===== src/scp_pkg.sv =====
// Shared types for the second-chance page replacement block.
// Controller state encoding and the command/status bundles between
// scp_ctrl and scp_dp. No dependencies.
`default_nettype none

package scp_pkg;

   typedef enum logic [3:0] {
      ST_IDLE   = 4'b0001,
      ST_LOOKUP = 4'b0010,
      ST_SWEEP  = 4'b0100,
      ST_UPDATE = 4'b1000
   } state_type;

   typedef struct packed {
      logic accept;   // capture request, latch frame count
      logic lookup;   // parallel tag compare
      logic sweep;    // one hand step
      logic update;   // write frame state, load response
   } cmd_type;

   typedef struct packed {
      logic match_any;   // valid during lookup
      logic sweep_done;  // valid during sweep
   } sts_type;

   localparam int unsigned CFG_BITS = 4;
   localparam int unsigned IDX_OUT_BITS = 3;
   localparam int unsigned PAGE_OUT_BITS = 16;
   localparam int unsigned COUNT_BITS = 32;

endpackage

`default_nettype wire


===== src/second_chance_page_replacement.sv =====
// Clock (second-chance) page replacement, one page request per start.
// A hit goes from lookup straight to update; a miss sweeps first, clearing k
// (0..frames_in_use) set reference bits with the hand, one per cycle, before its
// update. busy drops in the strobe cycle, so a new request may start in that cycle.
// Reset (synchronous): frames empty, bits and count zero, frames_in_use = FRAMES.
`default_nettype none

module second_chance_page_replacement #(
   parameter int FRAMES    = 8,
   parameter int PAGE_BITS = 16
) (
   input  wire logic                          clock,
   input  wire logic                          reset,
   input  wire logic                          start,
   output logic                               busy,
   input  wire logic [15:0]                   req_page_number,
   input  wire logic                          req_last_reference,
   input  wire logic                          csr_valid,
   output logic                               csr_ready,
   input  wire logic [scp_pkg::CFG_BITS-1:0]  csr_frames_in_use,
   output logic                               rsp_strobe,
   output logic                               rsp_hit,
   output logic [scp_pkg::IDX_OUT_BITS-1:0]   rsp_frame_index,
   output logic                               rsp_evicted_valid,
   output logic [scp_pkg::PAGE_OUT_BITS-1:0]  rsp_evicted_page,
   output logic [scp_pkg::COUNT_BITS-1:0]     rsp_fault_total,
   output logic                               rsp_run_done
);
   import scp_pkg::*;

   cmd_type cmd;
   sts_type sts;

   // frame count is latched per request, so writes are always taken
   assign csr_ready = 1'b1;

   scp_ctrl u_ctrl (
      .clock (clock),
      .reset (reset),
      .start (start),
      .busy  (busy),
      .sts   (sts),
      .cmd   (cmd)
   );

   scp_dp #(
      .FRAMES    (FRAMES),
      .PAGE_BITS (PAGE_BITS)
   ) u_dp (
      .clock              (clock),
      .reset              (reset),
      .cmd                (cmd),
      .sts                (sts),
      .req_page_number    (req_page_number),
      .req_last_reference (req_last_reference),
      .csr_we             (csr_valid && csr_ready),
      .csr_data           (csr_frames_in_use),
      .rsp_strobe         (rsp_strobe),
      .rsp_hit            (rsp_hit),
      .rsp_frame_index    (rsp_frame_index),
      .rsp_evicted_valid  (rsp_evicted_valid),
      .rsp_evicted_page   (rsp_evicted_page),
      .rsp_fault_total    (rsp_fault_total),
      .rsp_run_done       (rsp_run_done)
   );

endmodule

`default_nettype wire


===== src/scp_ctrl.sv =====
// Controller for second-chance replacement: idle, lookup, sweep, update.
// Depends on scp_pkg for state, command and status types.
`default_nettype none

module scp_ctrl (
   input  wire logic              clock,
   input  wire logic              reset,
   input  wire logic              start,
   output logic                   busy,
   input  scp_pkg::sts_type       sts,
   output scp_pkg::cmd_type       cmd
);
   import scp_pkg::*;

   state_type state_ff, state_in;

   always_comb begin
      state_in = state_ff;
      case (state_ff)
         ST_IDLE: begin
            if (start) state_in = ST_LOOKUP;
         end
         ST_LOOKUP: begin
            state_in = sts.match_any ? ST_UPDATE : ST_SWEEP;
         end
         ST_SWEEP: begin
            if (sts.sweep_done) state_in = ST_UPDATE;
         end
         ST_UPDATE: begin
            state_in = ST_IDLE;
         end
         default: begin
            state_in = ST_IDLE;
         end
      endcase
   end

   always_ff @(posedge clock) begin
      if (reset) state_ff <= ST_IDLE;
      else       state_ff <= state_in;
   end

   assign busy       = (state_ff != ST_IDLE);
   assign cmd.accept = (state_ff == ST_IDLE) && start;
   assign cmd.lookup = (state_ff == ST_LOOKUP);
   assign cmd.sweep  = (state_ff == ST_SWEEP);
   assign cmd.update = (state_ff == ST_UPDATE);

endmodule

`default_nettype wire


===== src/scp_dp.sv =====
// Datapath for second-chance replacement: frame tags, valid and reference
// bits, clock hand, fault counter, frame-count register and response registers.
// Depends on scp_pkg for command/status types and field widths.
`default_nettype none

module scp_dp #(
   parameter int FRAMES    = 8,
   parameter int PAGE_BITS = 16
) (
   input  wire logic                              clock,
   input  wire logic                              reset,
   input  scp_pkg::cmd_type                       cmd,
   output scp_pkg::sts_type                       sts,
   input  wire logic [15:0]                       req_page_number,
   input  wire logic                              req_last_reference,
   input  wire logic                              csr_we,
   input  wire logic [scp_pkg::CFG_BITS-1:0]      csr_data,
   output logic                                   rsp_strobe,
   output logic                                   rsp_hit,
   output logic [scp_pkg::IDX_OUT_BITS-1:0]       rsp_frame_index,
   output logic                                   rsp_evicted_valid,
   output logic [scp_pkg::PAGE_OUT_BITS-1:0]      rsp_evicted_page,
   output logic [scp_pkg::COUNT_BITS-1:0]         rsp_fault_total,
   output logic                                   rsp_run_done
);
   import scp_pkg::*;

   localparam int IW  = (FRAMES > 1) ? $clog2(FRAMES) : 1;   // frame index
   localparam int CW  = $clog2(FRAMES + 2);                  // counts up to FRAMES+1
   localparam int FB  = $clog2(FRAMES + 1);
   localparam int CFW = (FB > CFG_BITS) ? FB : CFG_BITS;     // frame-count register

   // frame state
   logic [PAGE_BITS-1:0] tag_ff [FRAMES];
   logic                 tag_we;
   logic [FRAMES-1:0]    valid_ff, valid_in;
   logic [FRAMES-1:0]    refb_ff, refb_in;
   logic [IW-1:0]        hand_ff, hand_in;
   logic [COUNT_BITS-1:0] faults_ff, faults_in;
   logic [CFW-1:0]       csr_ff;

   // per-request working registers
   logic [PAGE_BITS-1:0] page_ff;
   logic                 last_ff;
   logic [CW-1:0]        n_ff;
   logic                 found_ff;
   logic [IW-1:0]        slot_ff;
   logic [IW-1:0]        ptr_ff, ptr_in;
   logic [CW-1:0]        steps_ff, steps_in;

   // response registers
   logic                     strobe_ff;
   logic                     hit_ff;
   logic [IDX_OUT_BITS-1:0]  fidx_ff, fidx_in;
   logic                     evv_ff, evv_in;
   logic [PAGE_OUT_BITS-1:0] evp_ff, evp_in;
   logic [COUNT_BITS-1:0]    total_ff;

   logic [PAGE_BITS+15:0]    page_ext;
   logic [CFW-1:0]           n_sel;
   logic [FRAMES-1:0]        match;
   logic [IW-1:0]            match_idx;
   logic [CW-1:0]            hand_ext, ptr_ext, ptr_p1;
   logic [IW-1:0]            ptr_wrap, final_slot;
   logic [IW+IDX_OUT_BITS-1:0] slot_ext;
   logic [PAGE_BITS+PAGE_OUT_BITS-1:0] ev_ext;

   assign page_ext = {{PAGE_BITS{1'b0}}, req_page_number};

   // clamp frame count to 1..FRAMES
   always_comb begin
      if (csr_ff == '0)                n_sel = CFW'(1);
      else if (csr_ff > CFW'(FRAMES))  n_sel = CFW'(FRAMES);
      else                             n_sel = csr_ff;
   end

   // tag compare over managed frames, lowest index wins
   always_comb begin
      match_idx = '0;
      for (int j = 0; j < FRAMES; j++) begin
         match[j] = valid_ff[j] && (tag_ff[j] == page_ff) && (CW'(j) < n_ff);
      end
      for (int j = FRAMES - 1; j >= 0; j--) begin
         if (match[j]) match_idx = IW'(j);
      end
   end

   assign hand_ext = {{(CW-IW){1'b0}}, hand_ff};
   assign ptr_ext  = {{(CW-IW){1'b0}}, ptr_ff};
   assign ptr_p1   = ptr_ext + CW'(1);
   assign ptr_wrap = (ptr_p1 >= n_ff) ? '0 : ptr_p1[IW-1:0];

   assign sts.match_any  = |match;
   assign sts.sweep_done = !(refb_ff[ptr_ff] && (steps_ff <= n_ff));

   assign final_slot = found_ff ? slot_ff : ptr_ff;
   assign slot_ext   = {{IDX_OUT_BITS{1'b0}}, final_slot};
   assign ev_ext     = {{PAGE_OUT_BITS{1'b0}}, tag_ff[ptr_ff]};

   always_comb begin
      valid_in  = valid_ff;
      refb_in   = refb_ff;
      hand_in   = hand_ff;
      faults_in = faults_ff;
      ptr_in    = ptr_ff;
      steps_in  = steps_ff;
      tag_we    = 1'b0;
      fidx_in   = slot_ext[IDX_OUT_BITS-1:0];
      evv_in    = 1'b0;
      evp_in    = '0;

      if (cmd.lookup) begin
         ptr_in   = (hand_ext >= n_ff) ? '0 : hand_ff;
         steps_in = '0;
      end

      if (cmd.sweep && !sts.sweep_done) begin
         refb_in[ptr_ff] = 1'b0;
         ptr_in          = ptr_wrap;
         steps_in        = steps_ff + CW'(1);
      end

      if (cmd.update) begin
         if (found_ff) begin
            refb_in[slot_ff] = 1'b1;
         end else begin
            evv_in          = valid_ff[ptr_ff];
            evp_in          = valid_ff[ptr_ff] ? ev_ext[PAGE_OUT_BITS-1:0] : '0;
            tag_we          = 1'b1;
            valid_in[ptr_ff] = 1'b1;
            refb_in[ptr_ff]  = 1'b1;
            hand_in         = ptr_wrap;
            if (faults_ff != '1) faults_in = faults_ff + COUNT_BITS'(1);
         end
      end
   end

   always_ff @(posedge clock) begin
      if (tag_we) tag_ff[ptr_ff] <= page_ff;
      if (cmd.accept) begin
         page_ff <= page_ext[PAGE_BITS-1:0];
         last_ff <= req_last_reference;
         n_ff    <= CW'(n_sel);
      end
      if (cmd.lookup) begin
         found_ff <= sts.match_any;
         slot_ff  <= match_idx;
      end
      ptr_ff   <= ptr_in;
      steps_ff <= steps_in;
      if (cmd.update) begin
         hit_ff   <= found_ff;
         fidx_ff  <= fidx_in;
         evv_ff   <= evv_in;
         evp_ff   <= evp_in;
         total_ff <= faults_in;
      end
   end

   // control state; a finished run clears after its response is loaded
   always_ff @(posedge clock) begin
      if (reset) begin
         valid_ff  <= '0;
         refb_ff   <= '0;
         hand_ff   <= '0;
         faults_ff <= '0;
         csr_ff    <= CFW'(FRAMES);
         strobe_ff <= 1'b0;
      end else begin
         strobe_ff <= cmd.update;
         if (csr_we) csr_ff <= {{(CFW-CFG_BITS){1'b0}}, csr_data};
         if (cmd.update && last_ff) begin
            valid_ff  <= '0;
            refb_ff   <= '0;
            hand_ff   <= '0;
            faults_ff <= '0;
         end else begin
            valid_ff  <= valid_in;
            refb_ff   <= refb_in;
            hand_ff   <= hand_in;
            faults_ff <= faults_in;
         end
      end
   end

   assign rsp_strobe        = strobe_ff;
   assign rsp_hit           = hit_ff;
   assign rsp_frame_index   = fidx_ff;
   assign rsp_evicted_valid = evv_ff;
   assign rsp_evicted_page  = evp_ff;
   assign rsp_fault_total   = total_ff;
   assign rsp_run_done      = last_ff;

   a_hit_no_evict: assert property (@(posedge clock) disable iff (reset)
      strobe_ff |-> !(hit_ff && evv_ff))
      else $error("hit reported an eviction");

   a_fault_counts: assert property (@(posedge clock) disable iff (reset)
      (strobe_ff && !hit_ff) |-> (total_ff != '0))
      else $error("fault with zero fault total");

   a_sweep_bound: assert property (@(posedge clock) disable iff (reset)
      cmd.sweep |-> (steps_ff <= n_ff + CW'(1)))
      else $error("hand sweep overran frame count");

   a_run_clear: assert property (@(posedge clock) disable iff (reset)
      (cmd.update && last_ff) |=> (valid_ff == '0 && refb_ff == '0 && faults_ff == '0))
      else $error("run state not cleared after last request");

endmodule

`default_nettype wire

===== config.mk =====
export PLATFORM = sky130hd
export DESIGN_NAME = second_chance_page_replacement
export DESIGN_NICKNAME = d
export VERILOG_FILES = /design/src/scp_pkg.sv /design/src/second_chance_page_replacement.sv /design/src/scp_ctrl.sv /design/src/scp_dp.sv
export SDC_FILE = /design/constraint.sdc
export NUM_CORES = 1
export LEC_CHECK = 0
export BUFFER_PORTS_ARGS = -buffer_cell sky130_fd_sc_hd__buf_2
export CAP_MARGIN = 20
export CORE_ASPECT_RATIO = 1.1
export CORE_MARGIN = 2
export CORE_UTILIZATION = 25
export DETAILED_ROUTE_END_ITERATION = 10
export MAX_ROUTING_LAYER = met4
export PLACE_DENSITY = 0.51
export SYNTH_ARGS = -nofsm -noshare
export SYNTH_HDL_FRONTEND = slang
export SYNTH_HIERARCHICAL = 1
export SYNTH_SLANG_ARGS = --single-unit

===== constraint.sdc =====
create_clock -name clock -period 8.86 [get_ports clock]
set_input_delay 1.329 -clock clock [delete_from_list [all_inputs] [get_ports clock]]
set_output_delay 1.329 -clock clock [all_outputs]
set_load 0.005 [all_outputs]

# Yosys cells after proc, flatten, opt, wreduce, memory -nomap -nowiden
# Memory sizes are Yosys's and may differ from the RTL's. A register that Yosys moved wholly into a read port is not among the register bits.
# Cells that the tools add are included.
[classes]
addsub = 3
n_lt_le_gt_ge = 16
eq_ne = 16
n_mux = 37
bitwise = 7
n_reduce_logical = 32
[ops]
columns = ["cell", "count"]
rows = [
  ["$eq A16 B16 Y1", 8],
  ["$mux W32", 3],
  ["$add A32 B1 Y32 const B", 1],
  ["$ne A32 B32 Y1 const B", 1],
  ["$mux W3", 9],
  ["$mux W4", 6],
  ["$mux W8", 3],
  ["$or A8 B8 Y8", 3],
  ["$logic_and A1 B1 Y1", 22],
  ["$lt A3 B4 Y1 const A", 4],
  ["$pmux W4 S3", 1],
  ["$mux W1", 9],
  ["$and A8 B8 Y8", 1],
  ["$lt A1 B4 Y1 const A", 2],
  ["$lt A2 B4 Y1 const A", 2],
  ["$lt A3 B4 Y1 const B", 2],
  ["$not A8 Y8", 1],
  ["$reduce_or A2 Y1", 4],
  ["$reduce_or A8 Y1", 1],
  ["$bmux W1 S3", 2],
  ["$demux W1 S3", 2],
  ["$ge A3 B1 Y1 const B", 2],
  ["$add A3 B1 Y4 const B", 1],
  ["$add A4 B1 Y4 const B", 1],
  ["16 further kinds", 20],
]
[totals]
reg_bits = 129
ramBits = 128
input_bits = 25
out_inout_bits = 57
mem_count = 1
[mem_list]
columns = ["name", "words", "width", "read_ports", "rd_ports_with_merged_regs", "wr", "line_no", "text"]
rows = [
  ["u_dp.tag_ff", 8, 16, 9, 1, 1, "scp_dp.sv:34", "logic [PAGE_BITS-1:0] tag_ff [FRAMES];"],
]

# Longest topological paths before layout
# Gate-level depths: netlist of the first run.
# An unclocked memory read counts as a cell.
[depth]
ltp_word = 11
ltp_mapped = 10
depth_no_buf = 10

# Cells and area by module
# The synthesis of the first run kept the hierarchy.
[modules_own_cells]
columns = ["module", "n_inst", "cells_per_inst", "area_per_inst_um2", "seq_area_each_um2"]
rows = [
  ["scp_dp", 1, 899, 11947.7, 7517.2],
  ["scp_ctrl", 1, 19, 222.7, 80.1],
  ["second_chance_page_replacement", 1, 2, 11.3, 0.0],
]

# Worst setup path after synthesis of the first run
# Ideal clock, no wire load.
[synth_timing]
path_kind = "reg-to-reg"
startpoint = "register u_ctrl.state_ff[3]"
endpoint = "register u_dp.total_ff[31] (netlist: u_dp/rsp_fault_total[31]) (data pin)"
setup_ns = 0.266
t_arrival_ns = 8.094
slack_ns = 0.500
stages_incl_launch_ff = 9
n_path_buf = 1
period_less_slack_ns = 8.360
path_cell_list = "dfxtp_1 nor4b_1 nor2b_2 nand3_1 nand2b_4 or3_1 buf_6 nor3_2 xor2_1"
[synth_rtl]
columns = ["element", "line_no", "text"]
rows = [
  ["from (decl)", "scp_ctrl.sv:15", "state_type state_ff, state_in;"],
  ["from (signal assigned)", "scp_ctrl.sv:40", "else state_ff <= state_in;"],
  ["to (signal assigned)", "scp_dp.sv:156", "total_ff <= faults_in;"],
  ["to (decl)", "scp_dp.sv:57", "logic [COUNT_BITS-1:0] total_ff;"],
]

==> summary.md, run 1 <==
| Metric | Value |
|---|---|
| Final Hold Vio Count | 0 |
| Share of cells above drive strength 1 | 0.177 |
| Critical path class | flop to flop |
| Syn nets | 959 |
| CTS tree | done |
| Power Total | 2.79 mW |
| Initial antenna violation count | 0 |
| Final GP Congestion | 0.845 |
| Hold Path Sink | u_dp/hand_ff[1] |
| CTS Hold Buffers Added | 0 |
| P_leak | 4.91 nW |
| Worst-Skew Late Latency | 0.59 ns |
| GRT Overall Usage | 0.134 |
| Syn_area_per_cell | 13.2 µm² |
| Die Ht | 236 µm |
| RSZ-0062 raised after global routing | false |
| Final ANT Viol Nets | 0 |
| Critical R2R Capture | u_dp/tag_ff[2][6] |
| Multiplexer share of the synthesized area | 0.0120 |
| CTS H-tree depth | 1 |
| ANT cells | 0 |
| Clk buf depth | 3 |
| Vias per cell | 4.62 |
| Vias in the first global route | 7,858 |
| Post-cts sizing count | 0 |
| WL per Instance | 20.1 µm |
| Core ar. | 0.0479 mm² |
| Compound-cell area share of the yosys netlist | 0.0948 |
| Gate Count Post-Synth | 920 |
| Final period utilization | 0.390 |
| Clk_skew | 0.0423 ns |
| Critical path required time | 9.05 ns |
| Final setup viols | 0 |
| # port buffers | 80 |
| PwrDens | 195 mW/mm² |
| Yosys Warn Count | 6 |
| 1st-pass router iterations | 5 |
| Hold Path Depth | 2 |
| Yosys cell types | 65 |
| Starting Density | 0.254 |
| Setup TNS Final | 0 ns |
| Drt total wl | 33.6 mm |
| TritonCTS Buffers | 31 |
| Crit path capture type | flop |
| Remaining Overflow, GRT | 0 |
| XOR/XNOR Fraction of Synth Area | 0.116 |
| Critical path fanouts, max | 67 |
| Max frequency | 290 MHz |
| Clock sinks | 273 |
| Nets | 1,041 |
| Die Wd | 214 µm |
| Clock root buffer | clkbuf_16 |
| Number of remaining DRC errors | 0 |
| Global-route wire length before repair | 50.0 mm |
| Status | completed |
| Critical path arrival | 3.64 ns |
| RR Startpoint | u_ctrl/state_ff[3] |
| Worst R2R Path Depth | 4 |
| Reg clk slew, reported paths | 0.06 ns |
| Crit path time final | 3.45 ns |
| #FFs+latches synth | 273 |
| Ys async rst share | 0 |
| Post-synthesis sequential area ratio | 0.624 |
| Class of the worst hold path | flop to flop |
| EDFF count, synth | 213 |
| CP startpoint kind | flop |
| DIE AREA | 0.0505 mm² |
| Largest net degree at the start of global routing | 68 |
| Synthesis-to-layout area growth | 17.5% |
| Synthesized cell area | 0.0122 mm² |
| R2R Setup Slk | 5.41 ns |
| Largest family of logic cells by synthesized area | simple AND/OR/NAND/NOR gates |
| Via count | 7,727 |
| # rows | 84 |
| Final Max Slew Viols | 0 |
| DRT iter0 DRCs | 692 |
| Slew margin rel. | 0.224 |
| VDD IR max | 0.147 mV |
| I/O pins | 82 |
| Postcts setup bufs | 0 |
| Hpwl dp | 22.8 mm |
| Max_cap viols | 0 |
| Worst hold path startpoint | u_dp/hand_ff[1] |
| Worst slew pin tran | 1.16 ns |
| Synth Area in Simple Gates | 0.116 |
| Synth Area in Adders | 0.0144 |
| Synth Flop Type | edfxtp_1 |
-- synth_stat cells, types with 3 or more instances --
cell type | n | area share
a211oi_1 | 8 | 0.0049
a21o_1 | 3 | 0.0018
a21oi_1 | 26 | 0.011
a221oi_1 | 16 | 0.012
a22o_1 | 16 | 0.012
a22oi_1 | 37 | 0.023
a31oi_1 | 17 | 0.0087
and2_1 | 35 | 0.018
and3_1 | 8 | 0.0041
and3_2 | 3 | 0.0018
and4_1 | 3 | 0.0022
buf_2 | 18 | 0.0074
buf_4 | 3 | 0.0018
clkbuf_1 | 23 | 0.0071
dfxtp_1 | 60 | 0.099
edfxtp_1 | 213 | 0.53
ha_1 | 14 | 0.014
inv_1 | 13 | 0.0040
mux2_2 | 5 | 0.0046
mux2i_1 | 9 | 0.0074
nand2_1 | 33 | 0.010
nand2b_1 | 12 | 0.0062
nand3_1 | 15 | 0.0062
nand4_1 | 27 | 0.014
nor2_1 | 29 | 0.0089
nor2_2 | 4 | 0.0021
nor2b_1 | 9 | 0.0046
nor3_1 | 13 | 0.0053
nor3_2 | 4 | 0.0033
nor3b_1 | 4 | 0.0025
nor4_1 | 15 | 0.0077
nor4b_4 | 3 | 0.0059
o21a_1 | 11 | 0.0068
o21ai_0 | 7 | 0.0029
o22ai_1 | 6 | 0.0031
or4_1 | 3 | 0.0018
xnor2_1 | 82 | 0.059
xor2_1 | 79 | 0.057
-- through the flow --
step / instances / util / area, µm² / hold slack [ns] / worst slack, ns
2_1_floorplan: 920 / - / 12200 / 0.454 / 0.500
3_3_place_gp: 1613 / 0.278 / 13300 / 0.475 / 5.43
3_5_place_dp: 1613 / 0.278 / 13300 / 0.487 / 5.33
4_1_cts: 1671 / 0.298 / 14300 / 0.501 / 5.32
5_1_grt: 1672 / 0.299 / 14300 / 0.523 / 5.11
6_report: 1672 / 0.299 / 14300 / 0.492 / 5.41
-- sequential cells by signal, summed over array words and instances (netlist names) --
| signal | flops |
|---|---|
| u_dp/tag_ff | 128 |
| u_dp/faults_ff | 32 |
| u_dp/rsp_fault_total | 32 |
| u_dp/page_ff | 16 |
| u_dp/rsp_evicted_page | 16 |
| u_dp/refb_ff | 8 |
| u_dp/valid_ff | 8 |
| u_ctrl/state_ff | 4 |
| u_dp/csr_ff | 4 |
| u_dp/n_ff | 4 |
| u_dp/steps_ff | 4 |
| u_dp/hand_ff | 3 |
| u_dp/ptr_ff | 3 |
| u_dp/rsp_frame_index | 3 |
| u_dp/slot_ff | 3 |
| u_dp/found_ff | 1 |
| u_dp/rsp_evicted_valid | 1 |
| u_dp/rsp_hit | 1 |
| u_dp/rsp_run_done | 1 |
| u_dp/rsp_strobe | 1 |
-- power breakdown --
| part | switching [mW] | internal [mW] | leakage, nW | total, mW |
|---|---|---|---|---|
| Clock | 0.537 | 0.711 | 0.487 | 1.25 |
| Sequential | 0.0409 | 1.39 | 2.46 | 1.43 |
| Combinational | 0.0626 | 0.0455 | 1.96 | 0.108 |
-- cells in the final DEF, fill, tap and decap left out, drive strengths merged, types with 12 or more instances in the layout --
cell / synthesis / final
edfxtp: 213 / 213
buf: 24 / 96
xnor2: 82 / 82
xor2: 79 / 79
dfxtp: 60 / 60
a22oi: 37 / 37
and2: 36 / 36
clkbuf: 23 / 36
nand2: 33 / 33
nor2: 33 / 33
nand4: 29 / 29
a21oi: 27 / 27
clkinv: 1 / 18
a31oi: 17 / 17
nor3: 17 / 17
a22o: 16 / 16
a221oi: 16 / 16
nand3: 15 / 15
nor4: 15 / 15
inv: 13 / 15
ha: 14 / 14
nand2b: 13 / 13
and3: 12 / 12
-- layout make-up --
type / instances / area [µm²]
fillers: 4959 / 33600
flip-flops and latches: 273 / 7600
multi-input cells: 586 / 4340
well taps: 645 / 807
clock buffers: 36 / 805
repair buffers: 96 / 528
clock inverters: 22 / 184
inverters: 14 / 52.6
-- routing by layer --
metal / GRT usage / vias up / share of wire
met1: 0.169 / 3818 / 0.44
li1: - / 3618 / -
met2: 0.218 / 235 / 0.47
met3: 0.0213 / 56 / 0.056
met4: 0.0455 / 0 / 0.031
met5: - / - / 0
-- kinds of logic after synthesis --
family	count (synthesis)
XOR/XNOR	161
AO/OA/AOI/OAI	161
adder cells (fa/ha/maj)	14
flip-flops	273
other	1
multiplexers	14
buffers and inverters	61
AND/OR/NAND/NOR	235
-- worst max-delay path, stage by stage (launching register included) --
cell      delay, ns
dfxtp_1        0.49
nor4b_2        0.32
buf_4          0.74
nand2b_1       0.52
nor2_2         0.96
-- worst max path at each step --
stage                  startpoint                        to  slack (ns)  cells past startpoint
2_1_floorplan  u_ctrl/state_ff[3]  u_dp/rsp_fault_total[31]        0.50                      8
3_3_place_gp   u_ctrl/state_ff[3]         u_dp/tag_ff[6][7]        5.43                      4
3_5_place_dp   u_ctrl/state_ff[3]         u_dp/tag_ff[6][8]        5.33                      4
4_1_cts        u_ctrl/state_ff[3]         u_dp/tag_ff[6][6]        5.32                      4
5_1_grt        u_ctrl/state_ff[3]         u_dp/tag_ff[2][6]        5.11                      4
6_report       u_ctrl/state_ff[3]         u_dp/tag_ff[2][6]        5.41                      4
Power figures use the tool's default switching activity.
==> run 2, diff against run 1 <==
Clock period 8.86 ns to 3.1 ns, I/O delays scaled along.
==> run 2 against run 1 <==
Die area unchanged; total power increased to 2.9 times the previous value; wire length increased by 2.3%; clock power increased to 2.9 times the previous value; fmax increased by 26%; hold slack got worse by 0.43 ns; critical endpoint is now u_dp/ptr_ff[0]; largest power group unchanged.
==> summary.md, run 2 (synthesis results as in run 1) <==
| Metric | Value |
|---|---|
| Sequential share of power | 0.503 |
| RSZ-0062 raised after global routing | false |
| Clk_skew | 0.0176 ns |
| Largest register FFs | 128 |
| Critical path class | flop to flop |
| # rows | 84 |
| Sw Share | 0.229 |
| WL per Instance | 20.3 µm |
| Vias in the first global route | 7,898 |
| Core ar. | 0.0479 mm² |
| GRT Overall Usage | 0.138 |
| Die Ht | 236 µm |
| Die Wd | 214 µm |
| DRT iter0 DRCs | 701 |
| Largest net degree at the start of global routing | 73 |
| Highest-count cells in the layout ignoring fill and taps | edfxtp_1, xnor2_1, buf_2 |
| CTS H-tree depth | 1 |
| Comb pwr share | 0.048 |
| Number of remaining DRC errors | 0 |
| Postcts setup bufs | 0 |
| Clock root buffer | clkbuf_16 |
| # port buffers | 80 |
| Top reg by flops | u_dp/tag_ff |
| I/O pins | 82 |
| Global-route wire length before repair | 50.8 mm |
| Final setup viols | 0 |
| Starting Density | 0.254 |
| Share of cells above drive strength 1 | 0.205 |
| ANT cells | 0 |
| Via count | 7,901 |
| Worst slew pin tran | 0.998 ns |
| 1st-pass router iterations | 5 |
| Final Hold Vio Count | 0 |
| CTS tree | done |
| Critical R2R Capture | u_dp/ptr_ff[0] |
| Initial antenna violation count | 0 |
| R2R Setup Slk | 0.37 ns |
| DIE AREA | 0.0505 mm² |
| Critical path required time | 3.52 ns |
| VDD IR max | 0.387 mV |
| Class of the worst hold path | primary input to flop |
| Hpwl dp | 23.1 mm |
| Pint | 6.21 mW |
| Slew margin rel. | 0.335 |
| Critical path arrival | 3.16 ns |
| Clk buf depth | 3 |
| P_sw | 1.84 mW |
| P_leak | 5.01 nW |
| Max frequency | 366 MHz |
| Worst R2R Path Depth | 10 |
| Synthesis-to-layout area growth | 19.5% |
| Final GP Congestion | 0.919 |
| Max_cap viols | 0 |
| Power Total | 8.06 mW |
| Setup TNS Final | 0 ns |
| Status | completed |
| Final ANT Viol Nets | 0 |
| PwrDens | 553 mW/mm² |
| TritonCTS Buffers | 31 |
| RR Startpoint | u_dp/n_ff[1] |
| Vias per cell | 4.66 |
| Hold Path Sink | u_dp/page_ff[6] |
| Most common cell after layout, fill and taps aside | edfxtp_1 |
| Clock sinks | 273 |
| Final period utilization | 0.882 |
| Crit path time final | 2.73 ns |
| Remaining Overflow, GRT | 0 |
| CP startpoint kind | flop |
| Drt total wl | 34.4 mm |
| Worst hold path startpoint | req_page_number[6] |
| Crit path capture type | flop |
| Reg clk slew, reported paths | 0.06 ns |
| Post-cts sizing count | 0 |
| Critical path fanouts, max | 11 |
| Worst-Skew Late Latency | 0.59 ns |
| Nets | 1,063 |
| Clock share of power | 0.449 |
| Final Max Slew Viols | 0 |
| Hold Path Depth | 1 |
| CTS Hold Buffers Added | 0 |
[run 2: area by class of cell]
class | count | area [µm²]
Fill cell | 4875 | 33400
Sequential cell | 273 | 7600
Clock buffer | 35 | 791
Multi-Input combinational cell | 586 | 4410
Clock inverter | 23 | 211
Inverter | 14 | 52.6
Tap cell | 645 | 807
Timing Repair Buffer | 118 | 686
[run 2: through the flow]
step	util	std cells	cell area, µm²	hold slack [ns]	setup WS (ns)
floorplan	-	920	12300	0.454	-0.772
global placement	0.283	1636	13600	0.479	0.321
detailed placement	0.283	1636	13600	0.473	0.357
CTS	0.304	1694	14600	0.0346	0.344
global route	0.304	1694	14600	0.0407	0.163
finish	0.304	1694	14600	0.0591	0.366
[run 2: how the worst max path moves through the flow]
stage	end	start	slack [ns]	cells after the start
6_report	u_dp/ptr_ff[0]	u_dp/n_ff[1]	0.37	10
5_1_grt	u_dp/ptr_ff[2]	u_dp/n_ff[1]	0.16	10
4_1_cts	u_dp/ptr_ff[2]	u_dp/n_ff[1]	0.34	10
3_5_place_dp	u_dp/ptr_ff[2]	u_dp/n_ff[1]	0.36	10
3_3_place_gp	u_dp/ptr_ff[0]	u_dp/n_ff[1]	0.32	10
2_1_floorplan	u_dp/rsp_fault_total[31]	u_ctrl/state_ff[1]	-0.77	8
[run 2: power groups by stage]
stage          clock network [mW]  logic [mW]  registers, mW
6_report                     3.62       0.388           4.05
5_1_grt                      3.85       0.418           4.06
4_1_cts                      3.72       0.392           4.05
3_5_place_dp                    0       0.389           4.13
3_3_place_gp                    0       0.391           4.13
2_1_floorplan                   0       0.252           4.09
[run 2: per-layer routing]
| layer | global-route usage | wire [µm] | vias to the layer above |
|---|---|---|---|
| li1 | - | - | 3666 |
| met1 | 0.175 | 15400 | 3923 |
| met2 | 0.220 | 16000 | 243 |
| met3 | 0.0221 | 1700 | 69 |
| met4 | 0.0549 | 1300 | 0 |
| met5 | - | 0 | - |
[run 2: worst max-delay path, stage by stage, from the launching register on]
cell and delay [ns]:
edfxtp_1 0.50, inv_1 0.15, ha_1 0.32, nor2b_1 0.13, o21a_1 0.16, o21a_1 0.16
o21a_1 0.19, a211oi_2 0.34, and2_1 0.20, buf_4 0.20, mux2i_1 0.22
